**src/rtl/core/pfifo_pkg.sv**
```systemverilog
// shared types and constants of the prebuffered ring fifo
package pfifo_pkg;

  // ring geometry
  localparam int DEPTH  = 64;
  localparam int ADDR_W = $clog2(DEPTH);
  localparam int FILL_W = ADDR_W + 1;
  localparam int PREBUF_W = 6;
  localparam int CMP_W  = (FILL_W > PREBUF_W) ? FILL_W : PREBUF_W;

  // command queue between front and back end
  localparam int QUEUE_DEPTH = 2;
  localparam int QPTR_W      = $clog2(QUEUE_DEPTH);

  localparam logic [3:0]          MAX_BYTES    = 4'd8;
  localparam logic [PREBUF_W-1:0] PREBUF_RESET = 6'd2;

  typedef enum logic [1:0] {
    KIND_WRITE   = 2'd0,
    KIND_READ    = 2'd1,
    KIND_STOP    = 2'd2,
    KIND_RESTART = 2'd3
  } kind_t;

  typedef enum logic [2:0] {
    ST_OK          = 3'd0,
    ST_STOPPED     = 3'd1,
    ST_NOT_READY   = 3'd2,
    ST_OVERFLOW    = 3'd3,
    ST_NO_READ_POS = 3'd4
  } status_t;

  typedef struct packed {
    logic [63:0] payload;
    logic [3:0]  nbytes;
    logic [31:0] stream_id;
    logic [31:0] user_tag;
  } entry_t;

  typedef struct packed {
    kind_t  kind;
    entry_t entry;
  } cmd_t;

  typedef struct packed {
    logic                done;
    status_t             status;
    logic                data_valid;
    entry_t              entry;
    logic [PREBUF_W-1:0] fill_level;
  } res_t;

endpackage

```
**src/rtl/core/pfifo_front.sv**
```systemverilog
// front end: takes command beats, normalises write payloads, feeds the queue
module pfifo_front (
  input  logic             start,
  input  logic [1:0]       kind,
  input  logic [63:0]      payload,
  input  logic [3:0]       payload_bytes,
  input  logic [31:0]      stream_id,
  input  logic [31:0]      user_tag,
  input  logic             q_full,
  output logic             busy,
  output logic             push,
  output pfifo_pkg::cmd_t  cmd
);
  import pfifo_pkg::*;

  logic [3:0] nb;

  // handshake towards the command source
  assign busy = q_full;
  assign push = start & ~q_full;

  // clamp the byte count and clear bytes above it
  always_comb begin
    nb = (payload_bytes > MAX_BYTES) ? MAX_BYTES : payload_bytes;
    cmd.kind = kind_t'(kind);
    cmd.entry.nbytes = nb;
    cmd.entry.stream_id = stream_id;
    cmd.entry.user_tag = user_tag;
    for (int i = 0; i < 8; i++) begin
      cmd.entry.payload[8*i +: 8] = (4'(i) < nb) ? payload[8*i +: 8] : 8'h00;
    end
  end

endmodule

```
**config.mk**
```make
export PLATFORM = sky130hd
export DESIGN_NAME = pfifo_front
export DESIGN_NICKNAME = d
export VERILOG_FILES = /design/src/rtl/core/pfifo_pkg.sv /design/src/rtl/core/pfifo_front.sv
export SDC_FILE = /design/constraint.sdc
export NUM_CORES = 1
export LEC_CHECK = 0
export ABC_CLOCK_PERIOD_IN_PS = 1400
export BUFFER_PORTS_ARGS = -buffer_cell sky130_fd_sc_hd__buf_2
export CORE_AREA = 2 2 107 109
export DETAILED_ROUTE_END_ITERATION = 8
export DIE_AREA = 0 0 109 111
export MAX_ROUTING_LAYER = met4
export PLACE_DENSITY = 0.45
export SETUP_SLACK_MARGIN = 0.15
export SYNTH_ARGS = -nofsm -noshare
export SYNTH_HDL_FRONTEND = slang
export SYNTH_SLANG_ARGS = --single-unit
```
**constraint.sdc**
```tcl
create_clock -name vclk -period 1.4
set_input_delay 0.21 -clock vclk [all_inputs]
set_output_delay 0.21 -clock vclk [all_outputs]
set_load 0.01 [all_outputs]
```
# Yosys cells after proc, flatten, opt, wreduce, memory -nomap -nowiden
# Cells that the tools add are included.
[op_classes] order_cmp=9 mux=9 bitwise_logic=2
[op_table] op="$mux W8" n=8
[op_table] op="$lt A3 B4 Y1 const A" n=4
[op_table] op="$lt A1 B4 Y1 const A" n=2
[op_table] op="$lt A2 B4 Y1 const A" n=2
[op_table] op="$gt A4 B4 Y1 const B" n=1
[op_table] op="$mux W4" n=1
[op_table] op="$and A1 B1 Y1" n=1
[op_table] op="$not A1 Y1" n=1
[word_totals] ff_bits=0 in_bits=136 out_inout_bits=136 wordCells=20

# Logic depth before layout (Yosys ltp)
[depth] ltp_word=4 mapped_depth=3 ltp_nobuf=2

# Least setup slack after synthesis
# No wires, ideal clock.
[synth_timing] path_kind="input to output" start="input port payload_bytes[3]" end="output port cmd[77] in the netlist's numbering" arrival_ns=1.008 t_required_ns=1.190 slack_ns=0.182 stages=3 path_buffers=1 path_cell_list="buf_4 nor3_1 and2b_1"
[synth_lines] item="from (decl)" line="pfifo_front.sv:6" rtl="input logic [3:0] payload_bytes,"
[synth_lines] item="to (decl)" line="pfifo_front.sv:12" rtl="output pfifo_pkg::cmd_t cmd"

==> flow_summary.json <==
{
  "status": "finished, final reports clean",
  "fillers": 1298,
  "yosysWarnings": 0,
  "startpoint_type": "input pin",
  "path_class": "input pin to primary output",
  "critPathCaptureType": "primary output",
  "place_inst": 364,
  "gp_congestion": 0.715,
  "total_power_uw": 440,
  "hold_ws_ns": 0.420,
  "vias_per_cell": 3.12,
  "yosys.area.top_type": "buf_4",
  "hold_class": "input pin to primary output",
  "track_usage_pct": 5.05,
  "multiInputGateArea_um2": 531,
  "drtIter0Drc": 2,
  "switchingPower_uw": 204,
  "seq_cells": 0,
  "p_clk_share_pct": 0,
  "required_ns": 1.19,
  "synth_seq_area_share_pct": 0,
  "maxCapViolations": 0,
  "synthMuxAreaShare_pct": 0,
  "num_io_pins": 272,
  "slowest_stage": "a31oi_1",
  "hpwlAfterDp_mm": 3.14,
  "netlist_area_um2": 1030,
  "wl_per_cell_um": 9.55,
  "power.share.switching_pct": 46.3,
  "ff_latch_area_um2": 0,
  "synth_top_cell_area_share_pct": 49.8,
  "fp.dieH_um": 111,
  "synth-compound-area-share_pct": 8.66,
  "synthTopCellsByArea": "buf_4 50%, nor2b_1 27%, a21boi_0 5.9%",
  "maxSlewViolCount": 0,
  "drive_gt1_share_pct": 69.4,
  "slew-limit-headroom_pct": 77.2,
  "port_buffers": 140,
  "synth_fa_ha_area_share_pct": 0,
  "grt-ovfl-total": 0,
  "fp.dieW_um": 109,
  "postSynthAreaPerCell_um2": 7.03,
  "core_area_um2": 11100,
  "grt_pass1_wl_mm": 4.89,
  "ctsHoldBuffers": 0,
  "area_growth_pct": 47.0,
  "grt_max_degree": 13,
  "syn_nets": 282,
  "irDropWorstVdd_v": 0.000118,
  "die_area_um2": 12100,
  "tightest_slew_ns": 0.342,
  "final_hold_viol_count": 0,
  "antenna_found_initial": 0,
  "drc": 0,
  "comb_power_share_pct": 100.0,
  "slowest_delay_ns": 0.21,
  "start_util_pct": 9.26,
  "power.leakage_uw": 0.000837,
  "final_common_cell": "buf_2",
  "p_int_uw": 236,
  "cp_data_arrival_time_ns": 1.04,
  "sequentialPowerShare_pct": 0,
  "setup_violations": 0,
  "routed_wl_mm": 3.49,
  "synth_top_family_by_area": "buffers and inverters",
  "ant_nets": 0,
  "path_cells": "buf_6 -> a31oi_1 -> buf_4 -> and2b_1 -> buf_2",
  "final_cell_mix": "136 x buf_2, 42 x nor2b_1, 8 x and2b_1, 8 x a21boi_0, 8 x and2_1",
  "num_antenna_cells": 0,
  "grt_pass1_vias": 1082,
  "synth_cell_types": 14,
  "n_clock_buffer": 0,
  "post-route-min-period_ns": 1.25,
  "layout.nets": 360,
  "path_max_fanout": 8,
  "fmax_mhz": 797,
  "synth-xor-area-share_pct": 0,
  "drt_pass1_iterations": 2,
  "holdPathStages": 0,
  "timing.final.crit_share_pct": 89.6,
  "rsz0062_at_grt": "true",
  "syn_inst": 146,
  "vias": 1137,
  "stdcell_count": 365,
  "synth-simple-area-share_pct": 40.5,
  "power_density_nw_per_um2": 292,
  "rows": 39
}
## path summary, 6_finish.rpt
kind              from  endpoint
max   payload_bytes[2]  cmd[117]
min       user_tag[25]   cmd[25]
## logic make-up (layout without fill, tap and decap cells)
logic type             after synthesis  after routing
AO/OA/AOI/OAI                       12             12
buffers and inverters               71            147
AND/OR/NAND/NOR                     63             63
## per-stage QoR
stage / worst slack [ns] / cell area [um2] / TNS, ns / utilization, %
2_1_floorplan: 0.182 / 1030 / 0 / -
3_3_place_gp: -0.112 / 1430 / -1.09 / 12.9
3_5_place_dp: -0.137 / 1430 / -1.19 / 12.9
4_1_cts: 0.0484 / 1490 / 0 / 13.4
5_1_grt: 0.0652 / 1510 / 0 / 13.6
6_report: 0.145 / 1510 / 0 / 13.6
## layer usage
| layer | GRT usage, % | share of wire, % | vias to the layer above |
|---|---|---|---|
| met3 | 1.23 | 13 | 36 |
| met1 | 4.83 | 32 | 475 |
| li1 | - | - | 537 |
| met5 | - | 0 | - |
| met2 | 8.61 | 49 | 89 |
| met4 | 3.76 | 7.0 | 0 |
## Yosys cell counts (2+ instances only)
master and n:
clkbuf_1 2, nor2b_1 44, buf_4 68, a21boi_0 8
and2_1 8, and2b_1 8
## cell type report
| cell class | instances | share of cell area (%) |
|---|---|---|
| Timing Repair Buffer | 146 | 52.7 |
| Multi-Input combinational cell | 75 | 35.2 |
| Tap cell | 143 | 11.9 |
| Inverter | 1 | 0.249 |
## what timing repair did
item,CTS,global route
gates resized for setup,16,6
pin swaps,2,2
buffers inserted,1,0
endpoints found under the setup margin,41,40
## power by group through the flow
stage / Clock, uW / Sequential [uW] / Combinational, uW
floorplan: 0 / 0 / 381
global placement: 0 / 0 / 421
detailed placement: 0 / 0 / 423
CTS: 0 / 0 / 444
global route: 0 / 0 / 484
finish: 0 / 0 / 440
## critical path, delay by kind of cell
| family | cells | cell delay [ns] |
|---|---|---|
| buffers and inverters | 3 | 0.44 |
| and+or+nand+nor | 1 | 0.18 |
| AOI/OAI and AO/OA | 1 | 0.21 |
Note: power is estimated with default switching activity, not from simulation.
