[src/rtl/core/pfifo_pkg.sv]
// shared types and constants of the prebuffered ring fifo
package pfifo_pkg;

  // ring geometry
  localparam int DEPTH  = 64;
  localparam int ADDR_W = $clog2(DEPTH);
  localparam int FILL_W = ADDR_W + 1;
  localparam int PREBUF_W = 6;
  localparam int CMP_W  = (FILL_W > PREBUF_W) ? FILL_W : PREBUF_W;

  // command queue between front and back end
  localparam int QUEUE_DEPTH = 2;
  localparam int QPTR_W      = $clog2(QUEUE_DEPTH);

  localparam logic [3:0]          MAX_BYTES    = 4'd8;
  localparam logic [PREBUF_W-1:0] PREBUF_RESET = 6'd2;

  typedef enum logic [1:0] {
    KIND_WRITE   = 2'd0,
    KIND_READ    = 2'd1,
    KIND_STOP    = 2'd2,
    KIND_RESTART = 2'd3
  } kind_t;

  typedef enum logic [2:0] {
    ST_OK          = 3'd0,
    ST_STOPPED     = 3'd1,
    ST_NOT_READY   = 3'd2,
    ST_OVERFLOW    = 3'd3,
    ST_NO_READ_POS = 3'd4
  } status_t;

  typedef struct packed {
    logic [63:0] payload;
    logic [3:0]  nbytes;
    logic [31:0] stream_id;
    logic [31:0] user_tag;
  } entry_t;

  typedef struct packed {
    kind_t  kind;
    entry_t entry;
  } cmd_t;

  typedef struct packed {
    logic                done;
    status_t             status;
    logic                data_valid;
    entry_t              entry;
    logic [PREBUF_W-1:0] fill_level;
  } res_t;

endpackage

[src/rtl/core/pfifo_queue.sv]
// short command queue decoupling the front end from the back end
module pfifo_queue (
  input  logic            clk,
  input  logic            rst,
  input  logic            push,
  input  pfifo_pkg::cmd_t push_cmd,
  output logic            full,
  output logic            pop_valid,
  input  logic            pop,
  output pfifo_pkg::cmd_t pop_cmd
);
  import pfifo_pkg::*;

  cmd_t              slots [QUEUE_DEPTH];
  logic [QPTR_W-1:0] wr_ptr;
  logic [QPTR_W-1:0] rd_ptr;
  logic [QPTR_W:0]   count;
  logic              do_pop;

  assign full      = (count == (QPTR_W+1)'(QUEUE_DEPTH));
  assign pop_valid = (count != '0);
  assign pop_cmd   = slots[rd_ptr];
  assign do_pop    = pop & pop_valid;

  // slot storage
  always_ff @(posedge clk) begin
    if (push) begin
      slots[wr_ptr] <= push_cmd;
    end
  end

  // pointers and occupancy
  always_ff @(posedge clk) begin
    if (rst) begin
      wr_ptr <= '0;
      rd_ptr <= '0;
      count  <= '0;
    end else begin
      if (push) begin
        wr_ptr <= (wr_ptr == QPTR_W'(QUEUE_DEPTH - 1)) ? '0 : wr_ptr + 1'b1;
      end
      if (do_pop) begin
        rd_ptr <= (rd_ptr == QPTR_W'(QUEUE_DEPTH - 1)) ? '0 : rd_ptr + 1'b1;
      end
      if (push && !do_pop) begin
        count <= count + 1'b1;
      end else if (!push && do_pop) begin
        count <= count - 1'b1;
      end
    end
  end

endmodule

[config.mk]
export PLATFORM = sky130hd
export DESIGN_NAME = pfifo_queue
export DESIGN_NICKNAME = d
export VERILOG_FILES = /design/src/rtl/core/pfifo_pkg.sv /design/src/rtl/core/pfifo_queue.sv
export SDC_FILE = /design/constraint.sdc
export NUM_CORES = 1
export LEC_CHECK = 0
export BUFFER_PORTS_ARGS = -buffer_cell sky130_fd_sc_hd__buf_2
export CAP_MARGIN = 40
export CORE_MARGIN = 4
export CORE_UTILIZATION = 50
export DETAILED_ROUTE_END_ITERATION = 12
export PLACE_DENSITY = 0.77
export SLEW_MARGIN = 20
export SYNTH_ARGS = -nofsm -noshare
export SYNTH_HDL_FRONTEND = slang
export SYNTH_SLANG_ARGS = --single-unit
[constraint.sdc]
create_clock -name clk -period 21.5 [get_ports clk]
set_clock_uncertainty 0.2 [all_clocks]
set_input_delay 2.15 -clock clk [delete_from_list [all_inputs] [get_ports clk]]
set_output_delay 2.15 -clock clk [all_outputs]
set_load 0.02 [all_outputs]
# Word level (Yosys, flattened, before mapping)
# Memory sizes are Yosys's and may differ from the RTL's. A register that Yosys moved wholly into a read port is not among the register bits.
# Cells that the tools add are included.
[totals] ff_bits=4 latchBits=0 mem_bits_rw=268 rom_bits=0 input_bits=138 memories=1
[mem_list] name="slots" words=2 width=134 read_ports=1 rd_ports_with_merged_regs=1 write_ports=1 line="pfifo_queue.sv:14" source="cmd_t slots [QUEUE_DEPTH];"
[classes] addsub=4 mul=0 div=0 magnitude_cmp=0 n_eq_ne=1 shift=0 n_mux=8 bitwise=1 reduce_logical=6
[op_table] op="$mux 1" n=6
[op_table] op="$mux 2" n=2
[op_table] op="$reduce_bool 2->1" n=2
[op_table] op="$add 1x1->1 const B" n=2
[op_table] op="$add 2x1->2 const B" n=1
[op_table] op="$eq 2x2->1 const B" n=1
[op_table] op="$logic_and 1x1->1" n=2
[op_table] op="$logic_not 1->1" n=2
[op_table] op="$sub 2x1->2 const B" n=1
[op_table] op="$and 1x1->1" n=1

# Longest topological paths before layout
# Gate-level depths: netlist of run 1.
[logic_depth] word_depth=5 depth_mapped=5 mapped_depth_nobuf=5

# Worst setup path before layout of run 1
# Ideal clock, no wire load.
[synth_timing] kind="input to register" startpoint="input port push" endpoint="memory slots[0][0] (netlist name) (enable)" setup_ns=0.645 t_arrival_ns=7.954 t_required_ns=20.655 slack_ns=12.701 stages=1 path_cell_list="nor2b_1"
[synth_via] elab_chain_len=2
[synth_lines] element="start, declared" line="pfifo_queue.sv:5" source="input logic push,"
[synth_lines] element="$mux 1" line="pfifo_queue.sv:27" source="if (push) begin"
[synth_lines] element="$mux 1 (not written as such)" line="pfifo_queue.sv:28" source="slots[wr_ptr] <= push_cmd;"
[synth_lines] element="end, declared" line="pfifo_queue.sv:14"
# Every way passes these cells.

==> results of run 1 <==
## state kept, by name, summed over array words and instances, names as in the netlist, named ones only
| signal | count |
|---|---|
| wr_ptr | 1 |
| slots | 268 |
| rd_ptr | 1 |
| count | 2 |
## cell type report
type	instances	area, µm²	share of cell area
clock inverter	17	136	0.0108
sequential	273	8150	0.645
timing repair buffer	281	1480	0.117
multi-input combinational	151	1850	0.147
tap	265	332	0.0262
antenna	1	2.50	0.000198
clock buffer	31	691	0.0546
## cell usage in the layout (no fill, tap or decap), drive strengths merged, types with 3 or more instances in the layout
cell,instances
clkbuf,31
xor2,3
edfxtp,268
buf,281
dfxtp,5
mux2,134
clkinv,13
nor2,4
## path summary, 6_finish.rpt
kind	from	end	slack [ps]	depth (start not counted)
max	flop	pop_cmd[132]	16550	3
min	rd_ptr	rd_ptr	320	2
max reg2reg	wr_ptr	slots[0][86]	19320	3
min reg2reg	rd_ptr	rd_ptr	320	2
## power groups by stage
stage	Sequential (mW)	Clock [mW]	Combinational [mW]
2_1_floorplan	0.648	0	0.288
3_3_place_gp	0.656	0	0.369
3_5_place_dp	0.659	0	0.376
4_1_cts	0.648	0.445	0.378
5_1_grt	0.651	0.470	0.396
6_report	0.647	0.436	0.373
## metal layers
metal | wire (µm) | vias up | part of all wire | track usage
li1 | - | 2343 | - | -
met1 | 7420 | 2497 | 0.38 | 0.197
met2 | 9890 | 211 | 0.50 | 0.296
met3 | 1720 | 43 | 0.088 | 0.0506
met4 | 609 | 2 | 0.031 | 0.0517
met5 | 13 | - | 0.00066 | 0
## synth_stat cells (all sizes together)
cell and n:
a21oi 1, and2 1, buf 15, dfxtp 5, edfxtp 268, ha 1, mux2 134, nor2 4
nor2b 2, o21ai 2, or2 1, or3 1, xnor2 1, xor2 3
## worst reg2reg max path: cells and delay by family, from the launching register on
| kind | cells | cell delay (ps) |
|---|---|---|
| and+or+nand+nor | 1 | 470 |
| buffers and inverters | 2 | 810 |
| DFF | 1 | 360 |
## cell families (layout without fill, tap and decap cells)
group	after synthesis	after routing
muxes	134	134
adders and majority gates	1	1
DFF	273	273
buffers and inverters	15	329
other	0	1
xor gates and xnor gates	4	4
and+or+nand+nor	9	9
AOI/OAI and AO/OA	3	3
==> metrics.txt, run 1 <==
worst-skew pair later-pin latency=520 ps; Max Buffers Root-to-Sink=3; Post-CTS Hold Fix Bufs=0; Area after DPL=approximately 12000 µm²; Crit Path Max Fanout=48; fin nets=873; max_cap viols=0; Buf+Inv Stages, Crit Path=2; # Post-CTS Setup Buffers=0; design area=12600 µm²; CP max stage cell=buf_4; status=finished, final reports clean; CTS clock-pin slew for the worst setup and hold paths=60 ps; RSZ-0062 raised after global routing=no; Req. time, crit path=19150 ps; Ys Warns=0; utilization after layout=0.643; Final ANT Viol Nets=0; cell chain of the critical path=buf_4 -> mux2_2 -> buf_2; Vias/cell=approximately 5; final slew viol count=0; Die H=150 µm; DRT Wirelength=19700 µm; post-synth top area cell=edfxtp_1; clock network power share=0.299; switching power=411 µW; Final Hold Slack=about 320 ps; Tot Pwr=1.46 mW; Die Area=between 20000 and 25000 µm²; sequential share of the synthesized area=0.805; Vias=5096; setup TNS=0 ps; Final period util=0.230; Total GRT Usage=0.167; CP endpoint kind=output port; final hold violations=0; Distinct cells, synth=16; DR iter-0 viols=261; WS Path Type=flop to output port; Clock Sinks=~270; die width=150 µm; per-cell routed wire length=19.3 µm; adder-cell share of the synthesized area=0.00124; # setup viols final=0; Max stage delay on crit path=740 ps; IO buf count=273; simple-gate share of the synthesized area=0.00458; residual DRC count=0; DP HPWL=approximately 14000 µm; mux contribution to synthesized area=0.171; Place WS=approximately 17000 ps; post-CTS sizing=0; HP Class=flop to flop; Syn Nets=about 580; share of layout cells above drive strength 1=0.610; Syn-to-layout area delta=25.0%; Placed Cells incl. Taps=969; total gr overflow=0; Worst-Margin Slew=810 ps; post-synthesis cell area=between 10000 and 15000 µm²; initial antenna violation count=2; cts bufs inserted=27; final worst path period need=~5000 ps; fill count=between 1000 and 1500; Final Worst Setup Slack=16550 ps; Max Clock Freq=202 MHz; post-synthesis xor/xnor area fraction=0.00346; I/O pin cnt=274; worst vdd ir=0.0000748 V; CP Data Arrival Time=roughly 2600 ps; Yosys top cell area share=0.796; crit-path leading delay family=buffers and inverters; CORE AREA=~20000 µm²; non-filler cells, final=1019; Sw Share=0.282; Reg power frac=0.444; leak pwr=4.86 nW; Power Density=115 nW/µm²; vias in the first global route=5571; first-pass GRT wire length=29400 µm; routability cong.=slightly above 0.7; drt first pass iters=4; Synth area leaders=edfxtp_1 (80%), mux2_4 (8.9%), mux2_2 (8.2%), dfxtp_1 (0.99%), buf_6 (0.89%); Avg Inst Size Synth=23.0 µm²; TritonCTS clock tree=yes; H-tree depth=1; Startpoint Class=flop; Slew HR=0.460; largest family of logic cells by synthesized area=multiplexers; Root Driver=clkbuf_16; Syn Inst Count=approximately 440; Rows=51; Synth Area in Compound Gates=0.00148; Gate power share=0.256; largest net degree at the start of global routing=60; Starting Density=0.515; Internal=~1.0 mW; #FFs+latches synth=between 200 and 300
(Power assumes the default switching activity.)
==> run 2: changes to the inputs <==
--- a/config.mk
+++ b/config.mk
@@ -5,12 +5,13 @@
 export SDC_FILE = /design/constraint.sdc
 export NUM_CORES = 1
 export LEC_CHECK = 0
+export ABC_AREA = 1
 export BUFFER_PORTS_ARGS = -buffer_cell sky130_fd_sc_hd__buf_2
 export CAP_MARGIN = 40
 export CORE_MARGIN = 4
-export CORE_UTILIZATION = 50
+export CORE_UTILIZATION = 47
 export DETAILED_ROUTE_END_ITERATION = 12
-export PLACE_DENSITY = 0.77
+export PLACE_DENSITY = 0.76
 export SLEW_MARGIN = 20
 export SYNTH_ARGS = -nofsm -noshare
 export SYNTH_HDL_FRONTEND = slang
==> constraint.sdc (replaced) <==
create_clock -name clk -period 4.3 [get_ports clk]
set_clock_uncertainty 0.2 [all_clocks]
set_input_delay 0.43 -clock clk [delete_from_list [all_inputs] [get_ports clk]]
set_output_delay 0.43 -clock clk [all_outputs]
set_load 0.02 [all_outputs]
==> metrics.txt, run 2 <==
RR Startpoint=wr_ptr (unchanged); final hold violations=0 (unchanged); Post-synth EDFFs=268 (unchanged); Syn-to-layout area delta=38.2% (was 25.0%); setup TNS=0 ps (unchanged); # Post-CTS Setup Buffers=0 (unchanged); worst vdd ir=0.000348 V (was 0.0000748 V); Max Buffers Root-to-Sink=3 (unchanged); most common cell after layout, fill and taps aside=buf_2 (unchanged); Avg Inst Size Synth=22.4 µm² (was 23.0 µm²); CP endpoint kind=output port (unchanged); Syn Inst Count=452 (was 439); FF+latch area=8150 µm² (unchanged); most instantiated cells after synthesis=edfxtp_1 (268), mux2_2 (74), mux2_4 (60) (was edfxtp_1 (268), mux2_2 (74), mux2_4 (60), buf_6 (8), buf_2 (7)); Vias=5683 (was 5096); clock network power share=0.347 (was 0.299); Max Clock Freq=between 300 and 400 MHz; switching power=1.53 mW (was 411 µW); sequential share of the synthesized area=0.804 (was 0.805); Worst Reg-to-Reg Cells=3 (unchanged); H-tree depth=1 (unchanged); residual DRC count=0 (unchanged); Crit Path Max Fanout=36 (was 48); Slew HR=0.483 (was 0.460); first-pass GRT wire length=32700 µm (was 29400 µm); initial antenna violation count=0 (was 2); Gate power share=0.162 (was 0.256); die width=155 µm (was 150 µm); Die H=155 µm (was 150 µm); post-synth top area cell=edfxtp_1 (unchanged); WS Path Type=flop to output port (unchanged); most common cell in the netlist=edfxtp_1 (unchanged); Place WS=1910 ps (was 17070 ps); most frequent cells in the layout=buf_2 (273), edfxtp_1 (268), dlygate4sd3_1 (135) (was buf_2 (273), edfxtp_1 (268), mux2_2 (74)); fill count=1384 (unchanged); CORE AREA=21100 µm² (was 19700 µm²); Regs by FF count=slots: 268 flops, count: 2 flops (unchanged); DR iter-0 viols=355 (was 261); DRT Wirelength=21400 µm (was 19700 µm); drt first pass iters=4 (unchanged); HP Class=input pin to flop (was flop to flop); Root Driver=clkbuf_16 (unchanged); fin nets=1019 (was 873); DP HPWL=12900 µm (was 13700 µm); IO buf count=273 (unchanged); HP Start=push (was rd_ptr); Ys Warns=0 (unchanged); Yosys top cell area share=0.794 (was 0.796); Internal=4.85 mW (was 1.05 mW); Synth area leaders=edfxtp_1 (79%), mux2_4 (8.9%), mux2_2 (8.2%), dfxtp_1 (0.99%), buf_6 (0.89%) (was edfxtp_1 (80%), mux2_4 (8.9%), mux2_2 (8.2%), dfxtp_1 (0.99%), buf_6 (0.89%)); Total GRT Usage=0.172 (was 0.167); I/O pin cnt=274 (unchanged); post-synthesis cell area=10100 µm² (about the same); Final period util=0.671; Final Worst Setup Slack=1410 ps (was 16550 ps); max_cap viols=0 (unchanged); total gr overflow=0 (unchanged); flip-flop count of the largest register after layout=268 (unchanged); Startpoint Class=flop (unchanged); per-cell routed wire length=18.2 µm (was 19.3 µm); RSZ-0062 raised after global routing=no (unchanged); Starting Density=0.481 (was 0.515); status=finished, final reports clean (unchanged); Rows=53 (was 51); utilization after layout=0.665 (was 0.643); routability cong.=0.793 (was 0.724); largest net degree at the start of global routing=77 (was 60); #FFs+latches synth=273 (unchanged); worst-skew pair later-pin latency=520 ps (about the same); Vias/cell=4.84 (was 5.00); Worst Hold Depth=3 (was 2); R2R Path End=slots[1][121] (was slots[0][86]); cts bufs inserted=28 (was 27); multi-input logic area=1840 µm² (was 1850 µm²); final worst path period need=2890 ps; CTS clock-pin slew for the worst setup and hold paths=60 ps (about the same); Power Density=455 nW/µm² (was 115 nW/µm²); Syn Nets=591 (was 578); leak pwr=5.44 nW (was 4.86 nW); Most used DFF post-synth=edfxtp_1 (unchanged); Clock Sinks=273 (unchanged); CP Data Arrival Time=2260 ps (was 2600 ps); asr flop ratio synth=0 (unchanged); final slew viol count=0 (unchanged); TritonCTS clock tree=yes (unchanged); Worst-Margin Slew=774 ps (was 810 ps); Reg power frac=0.492 (was 0.444); share of layout cells above drive strength 1=0.502 (was 0.610); Distinct cells, synth=15 (was 16); Die Area=24000 µm² (was 22600 µm²); largest register by flop count=slots (unchanged); vias in the first global route=6161 (was 5571); # setup viols final=0 (unchanged); hold endpoint=wr_ptr (was rd_ptr); Req. time, crit path=3670 ps (was 19150 ps); r2r setup slk=2170 ps (was 19320 ps); Final ANT Viol Nets=0 (unchanged); Sw Share=0.240 (was 0.282)
==> run 2: cell types whose count changed after synthesis, sizes merged, moves of 2 or more <==
| cell | before | now |
|---|---|---|
| nor2b | 2 | 0 |
| nor2 | 4 | 6 |
| nand3 | 0 | 2 |
| nand2 | 0 | 8 |
| xor2 | 3 | 0 |
| inv | 0 | 8 |
==> run 2: through the flow <==
step                      instance area, µm²  hold slack, ps  total power [mW]  cells
after floorplan                        10100             265              3.82    452
after global placement                 11800             285              4.09    990
after detailed placement               11800             302              4.12    990
after CTS                              14000           0.407              6.43   1174
after global routing                   14000            68.2              6.63   1174
final                                  14000            38.9              6.38   1175
==> run 2: layout make-up <==
type,instances,area share
clock inverters,13,0.00661
well taps,275,0.0246
repair buffers,413,0.199
clock buffers,36,0.0537
diodes,1,0.000179
flip-flops and latches,273,0.582
inverters,8,0.00250
multi-input cells,156,0.132
==> run 2: cell families (layout without fill, tap and decap cells) <==
| group | count (synthesis) | after routing | share of synthesized area |
|---|---|---|---|
| flip-flops | 273 | 273 | 0.804 |
| AO/OA/AOI/OAI | 3 | 3 | 0.00148 |
| multiplexers | 134 | 134 | 0.171 |
| buffers and inverters | 23 | 470 | 0.0153 |
| adder cells (fa/ha/maj) | 1 | 1 | 0.00123 |
| other | 0 | 1 | 0 |
| AND/OR/NAND/NOR | 18 | 18 | 0.00728 |
==> run 2: worst max-delay path by stage <==
stage	end	slack (ps)	cells after the start
after global routing	pop_cmd[100]	1310	3
after global placement	slots[0][94]	2000	4
after floorplan	slots[1][0]	520	2
after CTS	pop_cmd[102]	1380	3
final	pop_cmd[100]	1410	3
after detailed placement	slots[0][77]	1910	4
==> run 2: timing repair <==
item,in CTS,in global routing
hold endpoints to repair,270,0
setup endpoints to repair,0,0
gates resized for setup,0,0
hold buffers,135,0
==> run 2: power groups by stage <==
| stage | logic [mW] | clock network (mW) | registers, mW |
|---|---|---|---|
| after floorplan | 0.649 | 0 | 3.17 |
| after global placement | 0.907 | 0 | 3.18 |
| after detailed placement | 0.929 | 0 | 3.19 |
| after CTS | 1.03 | 2.26 | 3.14 |
| after global routing | 1.09 | 2.39 | 3.15 |
| final | 1.03 | 2.21 | 3.14 |
==> run 2: metal layers <==
metal / global-route usage / share of wire / vias up
met1: 0.200 / 0.38 / 2761
met4: 0.0425 / 0.018 / 0
met3: 0.0398 / 0.075 / 34
met2: 0.319 / 0.53 / 251
li1: - / - / 2637
met5: 0 / 0 / -
==> run 2: critical path, stage by stage (launching register included) <==
cell	delay, ps
dfxtp_4	580
buf_4	590
mux2_4	360
buf_2	160
